--- src/cctbd_pkg.sv ---
`timescale 1ns / 1ps
// ----------------------------------------------------------------------------
// cctbd_pkg: shared types and color math for the 4x4 texture block decoder
// Endpoint word passed from front to back, YUV to RGB conversion and
// quarter-point interpolation.
// ----------------------------------------------------------------------------
package cctbd_pkg;

  localparam int unsigned YW = 10;  // endpoint Y, signed, spans -127..383
  localparam int unsigned CW = 12;  // working width of color math

  localparam logic [1:0] ModeReuseA = 2'd0;
  localparam logic [1:0] ModeReuseB = 2'd1;
  localparam logic [1:0] ModeDirect = 2'd2;
  localparam logic [1:0] ModeCenter = 2'd3;

  localparam logic [1:0] LastRow = 2'd3;
  localparam logic [7:0] Alpha   = 8'hFF;

  // one decoded block waiting for the back end
  typedef struct packed {
    logic signed [YW-1:0] my;
    logic signed [YW-1:0] ny;
    logic [7:0]           mu;
    logic [7:0]           mv;
    logic [7:0]           nu;
    logic [7:0]           nv;
    logic                 wide_idx;
    logic [31:0]          idx_bits;
  } entry_t;

  // four palette colors, {blue, green, red}
  typedef logic [3:0][23:0] palette_t;

  function automatic logic [7:0] clamp8(logic signed [CW-1:0] x);
    logic [7:0] res;
    if (x < 0)                res = 8'd0;
    else if (x > 12'sd255)    res = 8'd255;
    else                      res = x[7:0];
    return res;
  endfunction

  function automatic logic [23:0] yuv_to_rgb(logic signed [CW-1:0] y,
                                             logic [7:0] u, logic [7:0] v);
    logic signed [CW-1:0] s, h, g, r, b, ud, vd;
    s  = $signed({4'b0, u}) + $signed({4'b0, v}) - 12'sd256;
    // halve, truncating toward zero
    h  = s[CW-1] ? ((s + 12'sd1) >>> 1) : (s >>> 1);
    g  = y - h;
    vd = $signed({4'b0, v}) - 12'sd128;
    ud = $signed({4'b0, u}) - 12'sd128;
    r  = g + (vd <<< 1);
    b  = g + (ud <<< 1);
    return {clamp8(b), clamp8(g), clamp8(r)};
  endfunction

  // (3a + b) / 4, truncating toward zero
  function automatic logic signed [CW-1:0] interp(logic signed [CW-1:0] a,
                                                  logic signed [CW-1:0] b);
    logic signed [CW-1:0] t;
    t = a + a + a + b;
    return t[CW-1] ? ((t + 12'sd3) >>> 2) : (t >>> 2);
  endfunction

endpackage

--- src/color_cell_texture_block_decoder.sv ---
`timescale 1ns / 1ps
// ----------------------------------------------------------------------------
// color_cell_texture_block_decoder: 4x4 color cell texture block decoder
// Takes 64-bit encoded blocks and delivers four rows of four RGBA pixels.
// ----------------------------------------------------------------------------
// Each accepted block yields four row words (row 0 first, last_row_o on row 3),
// one per cycle while pop is held, and the row emitter sets the sustained block
// rate. A new block can be taken in the cycle after the previous one while the
// queue is not full: the front decodes the mode and endpoints and updates the
// endpoint record at once, a two-entry queue absorbs stalls, and the back end
// builds the palette into a register and then streams rows. The first row of a
// block passes the queue, the palette register and the row register in order.
module color_cell_texture_block_decoder (
  input  logic        clk_i,
  input  logic        rst_ni,
  input  logic        push,
  output logic        full,
  input  logic [63:0] block_word_i,
  output logic        empty,
  input  logic        pop,
  output logic [1:0]  row_number_o,
  output logic [31:0] pixel_zero_o,
  output logic [31:0] pixel_one_o,
  output logic [31:0] pixel_two_o,
  output logic [31:0] pixel_three_o,
  output logic        last_row_o
);

  cctbd_pkg::entry_t front_entry, q_entry;
  logic              accept, q_valid, q_pop;

  assign accept = push && !full;

  cctbd_front u_front (
    .clk_i        (clk_i),
    .rst_ni       (rst_ni),
    .accept_i     (accept),
    .block_word_i (block_word_i),
    .entry_o      (front_entry)
  );

  cctbd_queue u_queue (
    .clk_i     (clk_i),
    .rst_ni    (rst_ni),
    .wr_en_i   (push),
    .wr_data_i (front_entry),
    .full_o    (full),
    .rd_en_i   (q_pop),
    .valid_o   (q_valid),
    .rd_data_o (q_entry)
  );

  cctbd_back u_back (
    .clk_i         (clk_i),
    .rst_ni        (rst_ni),
    .q_valid_i     (q_valid),
    .q_data_i      (q_entry),
    .q_pop_o       (q_pop),
    .empty_o       (empty),
    .pop_i         (pop),
    .row_number_o  (row_number_o),
    .pixel_zero_o  (pixel_zero_o),
    .pixel_one_o   (pixel_one_o),
    .pixel_two_o   (pixel_two_o),
    .pixel_three_o (pixel_three_o),
    .last_row_o    (last_row_o)
  );

  // rows of a block come out in order without gaps
  a_row_step: assert property (@(posedge clk_i) disable iff (!rst_ni)
    (!empty && pop && !last_row_o) |=>
      (!empty && row_number_o == 2'($past(row_number_o) + 2'd1)))
    else $error("row sequence broken inside a block");

  // a new block always starts at row 0
  a_row_start: assert property (@(posedge clk_i) disable iff (!rst_ni)
    (!empty && pop && last_row_o) |=> (empty || row_number_o == 2'd0))
    else $error("block did not start at row 0");

  // a stalled word holds its row
  a_row_hold: assert property (@(posedge clk_i) disable iff (!rst_ni)
    (!empty && !pop) |=> (!empty && $stable(row_number_o)))
    else $error("row changed while stalled");

endmodule

--- src/cctbd_front.sv ---
`timescale 1ns / 1ps
// ----------------------------------------------------------------------------
// cctbd_front: block classifier and endpoint builder
// Decodes the mode of each accepted block, builds the two YUV endpoints and
// keeps the endpoint record used by the reuse modes.
// ----------------------------------------------------------------------------
module cctbd_front (
  input  logic                clk_i,
  input  logic                rst_ni,
  input  logic                accept_i,
  input  logic [63:0]         block_word_i,
  output cctbd_pkg::entry_t   entry_o
);

  logic [63:0] record_q, record_d;
  logic [31:0] hi, lo;
  logic        is64;
  logic [1:0]  mode;
  logic signed [cctbd_pkg::YW-1:0] my, ny, cy, dy;
  logic [7:0]  mu, mv, nu, nv;
  logic        wide_idx;
  logic signed [cctbd_pkg::YW:0] ysum;
  logic [cctbd_pkg::YW-1:0]      yspan;

  assign hi   = block_word_i[63:32];
  assign lo   = block_word_i[31:0];
  assign is64 = |hi;
  assign mode = is64 ? hi[31:30] : lo[31:30];

  always_comb begin
    my = '0; ny = '0; cy = '0; dy = '0;
    mu = '0; mv = '0; nu = '0; nv = '0;
    wide_idx = 1'b1;
    case (mode)
      cctbd_pkg::ModeReuseA, cctbd_pkg::ModeReuseB: begin
        my = $signed({2'b0, record_q[7:0]});
        mu = record_q[23:16];
        mv = record_q[31:24];
        ny = $signed({2'b0, record_q[39:32]});
        nu = record_q[55:48];
        nv = record_q[63:56];
      end
      cctbd_pkg::ModeDirect: begin
        if (is64) begin
          my = $signed({2'b0, hi[29:23], hi[29]});
          ny = $signed({2'b0, hi[22:16], hi[22]});
          mu = {hi[15:12], 4'b0};
          mv = {hi[11:8], 4'b0};
          nu = {hi[7:4], 4'b0};
          nv = {hi[3:0], 4'b0};
        end else begin
          my = $signed({2'b0, lo[29:27], lo[29:27], lo[29:28]});
          ny = $signed({2'b0, lo[26:24], lo[26:24], lo[26:25]});
          mu = {lo[23:22], 6'b0};
          mv = {lo[21:20], 6'b0};
          nu = {lo[19:18], 6'b0};
          nv = {lo[17:16], 6'b0};
          wide_idx = 1'b0;
        end
      end
      cctbd_pkg::ModeCenter: begin
        if (is64) begin
          cy = $signed({2'b0, hi[15:8]});
          dy = $signed({2'b0, hi[7:0]});
          mu = {hi[29:23], 1'b0};
          mv = {hi[22:16], 1'b0};
        end else begin
          // 4-bit values times 17 are the nibble repeated
          cy = $signed({2'b0, lo[29:26], lo[29:26]});
          dy = $signed({2'b0, lo[25:22], lo[25:22]});
          mu = {lo[21:19], 5'b0};
          mv = {lo[18:16], 5'b0};
          wide_idx = 1'b0;
        end
        my = cy - (dy >>> 1);
        ny = my + dy;
        nu = mu;
        nv = mv;
      end
      default: begin
        my = '0;
      end
    endcase
  end

  assign ysum  = {my[cctbd_pkg::YW-1], my} + {ny[cctbd_pkg::YW-1], ny};
  assign yspan = ny - my;

  always_comb begin
    record_d = record_q;
    if (accept_i) begin
      record_d = {nv, nu, yspan[7:0], ny[7:0], mv, mu, ysum[8:1], my[7:0]};
    end
  end

  always_ff @(posedge clk_i or negedge rst_ni) begin
    if (!rst_ni) begin
      record_q <= '0;
    end else begin
      record_q <= record_d;
    end
  end

  assign entry_o = '{my: my, ny: ny, mu: mu, mv: mv, nu: nu, nv: nv,
                     wide_idx: wide_idx, idx_bits: lo};

endmodule

--- src/cctbd_queue.sv ---
`timescale 1ns / 1ps
// ----------------------------------------------------------------------------
// cctbd_queue: two-entry decoupling queue
// Holds decoded blocks between the front and the back end.
// ----------------------------------------------------------------------------
module cctbd_queue (
  input  logic              clk_i,
  input  logic              rst_ni,
  input  logic              wr_en_i,
  input  cctbd_pkg::entry_t wr_data_i,
  output logic              full_o,
  input  logic              rd_en_i,
  output logic              valid_o,
  output cctbd_pkg::entry_t rd_data_o
);

  cctbd_pkg::entry_t mem_q [2];
  logic       wr_ptr_q, wr_ptr_d, rd_ptr_q, rd_ptr_d;
  logic [1:0] count_q, count_d;
  logic       do_wr, do_rd;

  assign full_o    = count_q == 2'd2;
  assign valid_o   = count_q != 2'd0;
  assign rd_data_o = mem_q[rd_ptr_q];
  assign do_wr     = wr_en_i && !full_o;
  assign do_rd     = rd_en_i && valid_o;

  always_comb begin
    wr_ptr_d = wr_ptr_q ^ do_wr;
    rd_ptr_d = rd_ptr_q ^ do_rd;
    count_d  = count_q + {1'b0, do_wr} - {1'b0, do_rd};
  end

  always_ff @(posedge clk_i or negedge rst_ni) begin
    if (!rst_ni) begin
      wr_ptr_q <= 1'b0;
      rd_ptr_q <= 1'b0;
      count_q  <= '0;
    end else begin
      wr_ptr_q <= wr_ptr_d;
      rd_ptr_q <= rd_ptr_d;
      count_q  <= count_d;
    end
  end

  always_ff @(posedge clk_i) begin
    if (do_wr) begin
      mem_q[wr_ptr_q] <= wr_data_i;
    end
  end

endmodule

--- src/cctbd_back.sv ---
`timescale 1ns / 1ps
// ----------------------------------------------------------------------------
// cctbd_back: palette builder and row emitter
// Converts endpoints and quarter points to RGB into a palette register, then
// emits the four pixel rows of the block from a row register.
// ----------------------------------------------------------------------------
module cctbd_back (
  input  logic              clk_i,
  input  logic              rst_ni,
  input  logic              q_valid_i,
  input  cctbd_pkg::entry_t q_data_i,
  output logic              q_pop_o,
  output logic              empty_o,
  input  logic              pop_i,
  output logic [1:0]        row_number_o,
  output logic [31:0]       pixel_zero_o,
  output logic [31:0]       pixel_one_o,
  output logic [31:0]       pixel_two_o,
  output logic [31:0]       pixel_three_o,
  output logic              last_row_o
);

  // palette stage
  logic                  pal_valid_q, pal_valid_d;
  cctbd_pkg::palette_t   pal_q, pal_d;
  logic [31:0]           pal_bits_q;
  logic                  pal_wide_q;
  // row stage
  logic                  cur_valid_q, cur_valid_d;
  cctbd_pkg::palette_t   cur_pal_q;
  logic [31:0]           cur_bits_q;
  logic                  cur_wide_q;
  logic [1:0]            row_q, row_d;

  logic                  cur_adv, pal_free;
  logic signed [cctbd_pkg::CW-1:0] ym, yn, um, un, vm, vn;
  logic signed [cctbd_pkg::CW-1:0] y2, y3, u2, u3, v2, v3;
  logic [7:0]            row_byte;
  logic [3:0][1:0]       col_idx;
  logic [3:0][31:0]      pix;

  assign cur_adv  = !cur_valid_q || (pop_i && row_q == cctbd_pkg::LastRow);
  assign pal_free = !pal_valid_q || cur_adv;
  assign q_pop_o  = q_valid_i && pal_free;

  always_comb begin
    ym = cctbd_pkg::CW'(q_data_i.my);
    yn = cctbd_pkg::CW'(q_data_i.ny);
    um = $signed({4'b0, q_data_i.mu});
    un = $signed({4'b0, q_data_i.nu});
    vm = $signed({4'b0, q_data_i.mv});
    vn = $signed({4'b0, q_data_i.nv});
    y2 = cctbd_pkg::interp(ym, yn);
    y3 = cctbd_pkg::interp(yn, ym);
    u2 = cctbd_pkg::interp(um, un);
    u3 = cctbd_pkg::interp(un, um);
    v2 = cctbd_pkg::interp(vm, vn);
    v3 = cctbd_pkg::interp(vn, vm);
    pal_d[0] = cctbd_pkg::yuv_to_rgb(ym, q_data_i.mu, q_data_i.mv);
    pal_d[1] = cctbd_pkg::yuv_to_rgb(yn, q_data_i.nu, q_data_i.nv);
    pal_d[2] = cctbd_pkg::yuv_to_rgb(y2, u2[7:0], v2[7:0]);
    pal_d[3] = cctbd_pkg::yuv_to_rgb(y3, u3[7:0], v3[7:0]);
  end

  always_comb begin
    pal_valid_d = pal_valid_q;
    cur_valid_d = cur_valid_q;
    row_d       = row_q;
    if (pal_free) begin
      pal_valid_d = q_valid_i;
    end
    if (cur_adv) begin
      cur_valid_d = pal_valid_q;
      row_d       = '0;
    end else if (pop_i) begin
      row_d = row_q + 2'd1;
    end
  end

  always_ff @(posedge clk_i or negedge rst_ni) begin
    if (!rst_ni) begin
      pal_valid_q <= 1'b0;
      cur_valid_q <= 1'b0;
      row_q       <= '0;
    end else begin
      pal_valid_q <= pal_valid_d;
      cur_valid_q <= cur_valid_d;
      row_q       <= row_d;
    end
  end

  always_ff @(posedge clk_i) begin
    if (q_pop_o) begin
      pal_q      <= pal_d;
      pal_bits_q <= q_data_i.idx_bits;
      pal_wide_q <= q_data_i.wide_idx;
    end
    if (cur_adv && pal_valid_q) begin
      cur_pal_q  <= pal_q;
      cur_bits_q <= pal_bits_q;
      cur_wide_q <= pal_wide_q;
    end
  end

  // byte r holds row r for 2-bit indices, nibble r for 1-bit indices
  always_comb begin
    case (row_q)
      2'd0:    row_byte = cur_bits_q[7:0];
      2'd1:    row_byte = cur_bits_q[15:8];
      2'd2:    row_byte = cur_bits_q[23:16];
      default: row_byte = cur_bits_q[31:24];
    endcase
    for (int c = 0; c < 4; c++) begin
      if (cur_wide_q) begin
        col_idx[c] = row_byte[7-2*c -: 2];
      end else begin
        col_idx[c] = {1'b0, cur_bits_q[4*row_q + 3 - c]};
      end
      pix[c] = {cctbd_pkg::Alpha, cur_pal_q[col_idx[c]]};
    end
  end

  assign empty_o       = !cur_valid_q;
  assign row_number_o  = row_q;
  assign last_row_o    = row_q == cctbd_pkg::LastRow;
  assign pixel_zero_o  = pix[0];
  assign pixel_one_o   = pix[1];
  assign pixel_two_o   = pix[2];
  assign pixel_three_o = pix[3];

endmodule
--- config.mk ---
export PLATFORM = sky130hd
export DESIGN_NAME = color_cell_texture_block_decoder
export DESIGN_NICKNAME = d
export VERILOG_FILES = /design/src/cctbd_pkg.sv /design/src/color_cell_texture_block_decoder.sv /design/src/cctbd_front.sv /design/src/cctbd_queue.sv /design/src/cctbd_back.sv
export SDC_FILE = /design/constraint.sdc
export NUM_CORES = 1
export LEC_CHECK = 0
export ABC_AREA = 1
export BUFFER_PORTS_ARGS = -buffer_cell sky130_fd_sc_hd__buf_2
export CELL_PAD_IN_SITES_DETAIL_PLACEMENT = 0
export CELL_PAD_IN_SITES_GLOBAL_PLACEMENT = 1
export CORE_ASPECT_RATIO = 0.8
export CORE_MARGIN = 3
export CORE_UTILIZATION = 31
export CTS_CLUSTER_SIZE = 28
export DETAILED_ROUTE_END_ITERATION = 12
export MAX_ROUTING_LAYER = met4
export PLACE_DENSITY = 0.63
export SYNTH_ARGS = -nofsm -noshare
export SYNTH_HDL_FRONTEND = slang
export SYNTH_SLANG_ARGS = --single-unit
--- constraint.sdc ---
create_clock -name clk_i -period 8.6 [get_ports clk_i]
set_input_delay 0.43 -clock clk_i [delete_from_list [all_inputs] [get_ports clk_i]]
set_output_delay 0.43 -clock clk_i [all_outputs]
set_load 0.02 [all_outputs]
==> impl_metrics.tcl <==
set metrics [dict create \
    die_x_microns 371 \
    avgViaCountPerCell 4.88 \
    grt_first_pass_wirelength_microns 162000 \
    postSynthCellCount 3809 \
    num_antenna_cells 0 \
    fill_cells 10800 \
    postCtsSetupRepairBufs 0 \
    yosys.area.top_type_share_pct 38.9 \
    synth-edff-count 428 \
    cts.root.buffer_cell "clkbuf_16" \
    clock_tree_from_tritoncts "done" \
    placement.io_buffers 168 \
    async_reset_ff_share_pct 11.6 \
    holdCritStartpoint "block_word_i[19]" \
    worst_path_largest_cell_delay_ps 560 \
    terminus_of_the_critical_flop_to_flop_path "u_back.pal_q[95]$_SDFFCE_PN0P_" \
    total_iterations_of_the_first_detailed_routing_run 6 \
    netlist-cell-type-count 60 \
    critical_path.reg2reg.startpoint "u_queue.rd_ptr_q$_DFF_PN0_" \
    post_detailed_route_count_of_antenna_violating_nets 0 \
    number_of_global_route_vias_before_repair 25500 \
    vertical_die_dimension_microns 298 \
    gp_congestion 0.906 \
    critPathLaunch "u_queue.rd_ptr_q$_DFF_PN0_" \
    timing.fmax_ghz 0.127 \
    drt_first_iter_violations 2175 \
    syn2layout_area_growth_pct 13.6 \
    max_cap_violations 0 \
    hold_path.class "in -> reg" \
    max-clock-path-buffers 3 \
    timing.final.crit_period_ps 7860 \
    grt_start_max_net_pins 73 \
    cts-buffers-inserted 52 \
    ys.flop_type "edfxtp_1" \
    finalNetCount 4374 \
    tns_ps 0 \
    timing.critical_path.from_type "flip-flop" \
    layout-drive-gt1-share_pct 10.5 \
    worst_path_clk_slew_ps 60 \
    skew_ps 29.7 \
    dpl.hpwl_microns 83200 \
    max_slew.worst_pin.slew_ps 1180 \
    grt_setup_unrepaired "no" \
    die_area_sq_um 111000 \
    reg2regPathDepth 38 \
    core_area_sq_um 105000 \
    drt_wl_total_microns 108000 \
    synthesis.yosys.warnings 0 \
    drcViolationCount 0 \
    cp_data_arrival_time_ps 8200 \
    io_pins 201 \
    clkLatencyLatePin_ps 630 \
    globalRouteOverflowTotal 0 \
    worst_slew_margin_rel_pct 21.4 \
    fp-row-count 106 \
    synth_top_cells_by_area "edfxtp_1, nand2_1, ha_1, inv_1, a21oi_1" \
    layout_worst_path_cycle_share_pct 91.4 \
    global_route.usage.total_pct 19.9 \
    antenna_found_initial 1 \
    hold_violation_count_in_the_final_report 0 \
    cts_sinks 484 \
    layout_common_cells "nand2_1, inv_1, edfxtp_1" \
    start_util_pct 31.4 \
    routedWlPerCell_microns 19.8 \
    routed-via-count 26600 \
    crit_fanout 21 \
    standard_cell_with_the_maximum_stage_delay_on_the_critical_path "fa_1" \
    status "complete, no violations" \
    critPathCaptureType "flip-flop" \
    setup_viol_count_final 0 \
    ys_ff_latch 484 \
    synth-seq-area-share_pct 43.1 \
    synth_top_area_cell "edfxtp_1" \
    worst_case_register_to_register_setup_slack_ps 740 \
    cts_htree_levels 2 \
    crit_type "reg -> reg" \
    crit_required_ps 8940 \
    mappedNetlistArea_sq_um 33100 \
    syn_avg_cell_area_sq_um 8.68 \
    crit_path_end "u_back.pal_q[95]$_SDFFCE_PN0P_" \
    drv_slew 0 \
    layout_commonest_cell "nand2_1" \
]
-- cells by family after synthesis --
kind of cell    Yosys count  share of synthesized area [%]
fa+ha+maj               300                           12.9
xor+xnor                170                           4.55
other cells               1                         0.0113
flops                   484                           43.1
simple gates           1457                           18.7
buf+inv                 612                           7.40
compound gates          785                           13.3
-- critical path: cells and delay by family, from the launching register on --
family / cells / cell delay [ps]
xor gates and xnor gates: 1 / 370
and+or+nand+nor: 14 / 1480
adders and majority gates: 5 / 1910
buffers and inverters: 8 / 1490
DFF: 1 / 370
AOI/OAI and AO/OA: 10 / 1910
-- registers in the layout (all words and copies together), names as in the netlist, 2 cells and up --
| register | count |
|---|---|
| u_queue.mem_q | 170 |
| u_back.pal_q | 96 |
| u_back.pal_bits_q | 32 |
| u_back.row_number_o | 2 |
| u_front.record_q | 48 |
| u_back.cur_pal_q | 96 |
| u_back.cur_bits_q | 32 |
| u_queue.count_q | 2 |
-- worst min path at each step --
| stage | end | slack [ps] | depth (start not counted) |
|---|---|---|---|
| after global routing | u_queue.mem_q[0][19]$_DFFE_PP_ | 6 | 1 |
| after detailed placement | u_back.cur_bits_q[23]$_DFFE_PP_ | 400 | 0 |
| final | u_queue.mem_q[1][19]$_DFFE_PP_ | 40 | 1 |
| after global placement | u_back.cur_bits_q[30]$_DFFE_PP_ | 400 | 0 |
| after CTS | u_queue.mem_q[1][19]$_DFFE_PP_ | 0.3 | 1 |
| after floorplan | u_back.cur_valid_q$_DFFE_PN0P_ | 130 | 0 |
-- per-layer routing --
metal / GRT usage, % / vias up / share of wire [%]
met5: - / - / 0
met4: 4.71 / 0 / 2.1
met3: 4.06 / 118 / 6.7
met2: 29.6 / 701 / 44
met1: 27.7 / 12600 / 48
li1: - / 13200 / -
-- timing repair --
item / 4_1_cts / 5_1_grt
hold buffers: 18 / 0
hold endpoints to repair: 75 / 0
resized for setup: 0 / 8
endpoints found under the setup margin: 0 / 32
-- synthesized netlist by cell type (4+ instances only) --
| cell type | number |
|---|---|
| o21ai_1 | 4 |
| inv_1 | 463 |
| nor4_1 | 5 |
| nand3_1 | 145 |
| inv_2 | 14 |
| nand3b_1 | 10 |
| a21o_1 | 18 |
| nand2_2 | 35 |
| nor2_1 | 230 |
| nand2_1 | 915 |
| ha_1 | 230 |
| or2_2 | 22 |
| xor2_1 | 127 |
| a31oi_1 | 113 |
| a211oi_1 | 8 |
| xnor2_1 | 41 |
| clkinv_1 | 4 |
| dfrtp_1 | 56 |
| nor2_4 | 5 |
| nor2_2 | 4 |
| o21bai_1 | 24 |
| buf_2 | 7 |
| o21ai_0 | 238 |
| o211ai_1 | 11 |
| nand4_1 | 37 |
| o22ai_1 | 29 |
| buf_1 | 6 |
| fa_1 | 70 |
| clkbuf_1 | 83 |
| o21a_1 | 4 |
| nor3_1 | 31 |
| edfxtp_1 | 428 |
| o221ai_1 | 6 |
| a21oi_1 | 302 |
| o31ai_1 | 6 |
| buf_4 | 33 |
-- stage by stage --
step	util, %	setup slack (ps)	cells	area, sq um	hold WS (ps)
floorplan	-	1100	3840	33200	134
global placement	33.9	519	5338	35600	401
detailed placement	33.9	545	5338	35600	405
CTS	35.7	512	5454	37500	0.269
global route	35.7	5.25	5454	37500	6.40
finish	35.7	742	5454	37500	38.2
-- area by class of cell --
class	count	area, sq um	share of cell area, %
inverter	481	1810	4.82
tap	1404	1760	4.68
timing repair buffer	243	1460	3.89
multi-input combinational	2744	16600	44.1
clock inverter	36	318	0.846
sequential	484	14300	38.0
clock buffer	62	1380	3.68
Power is left out: the tool's default activity adds up to more than one toggle a clock period on the data nets, which glitch-free logic cannot reach.
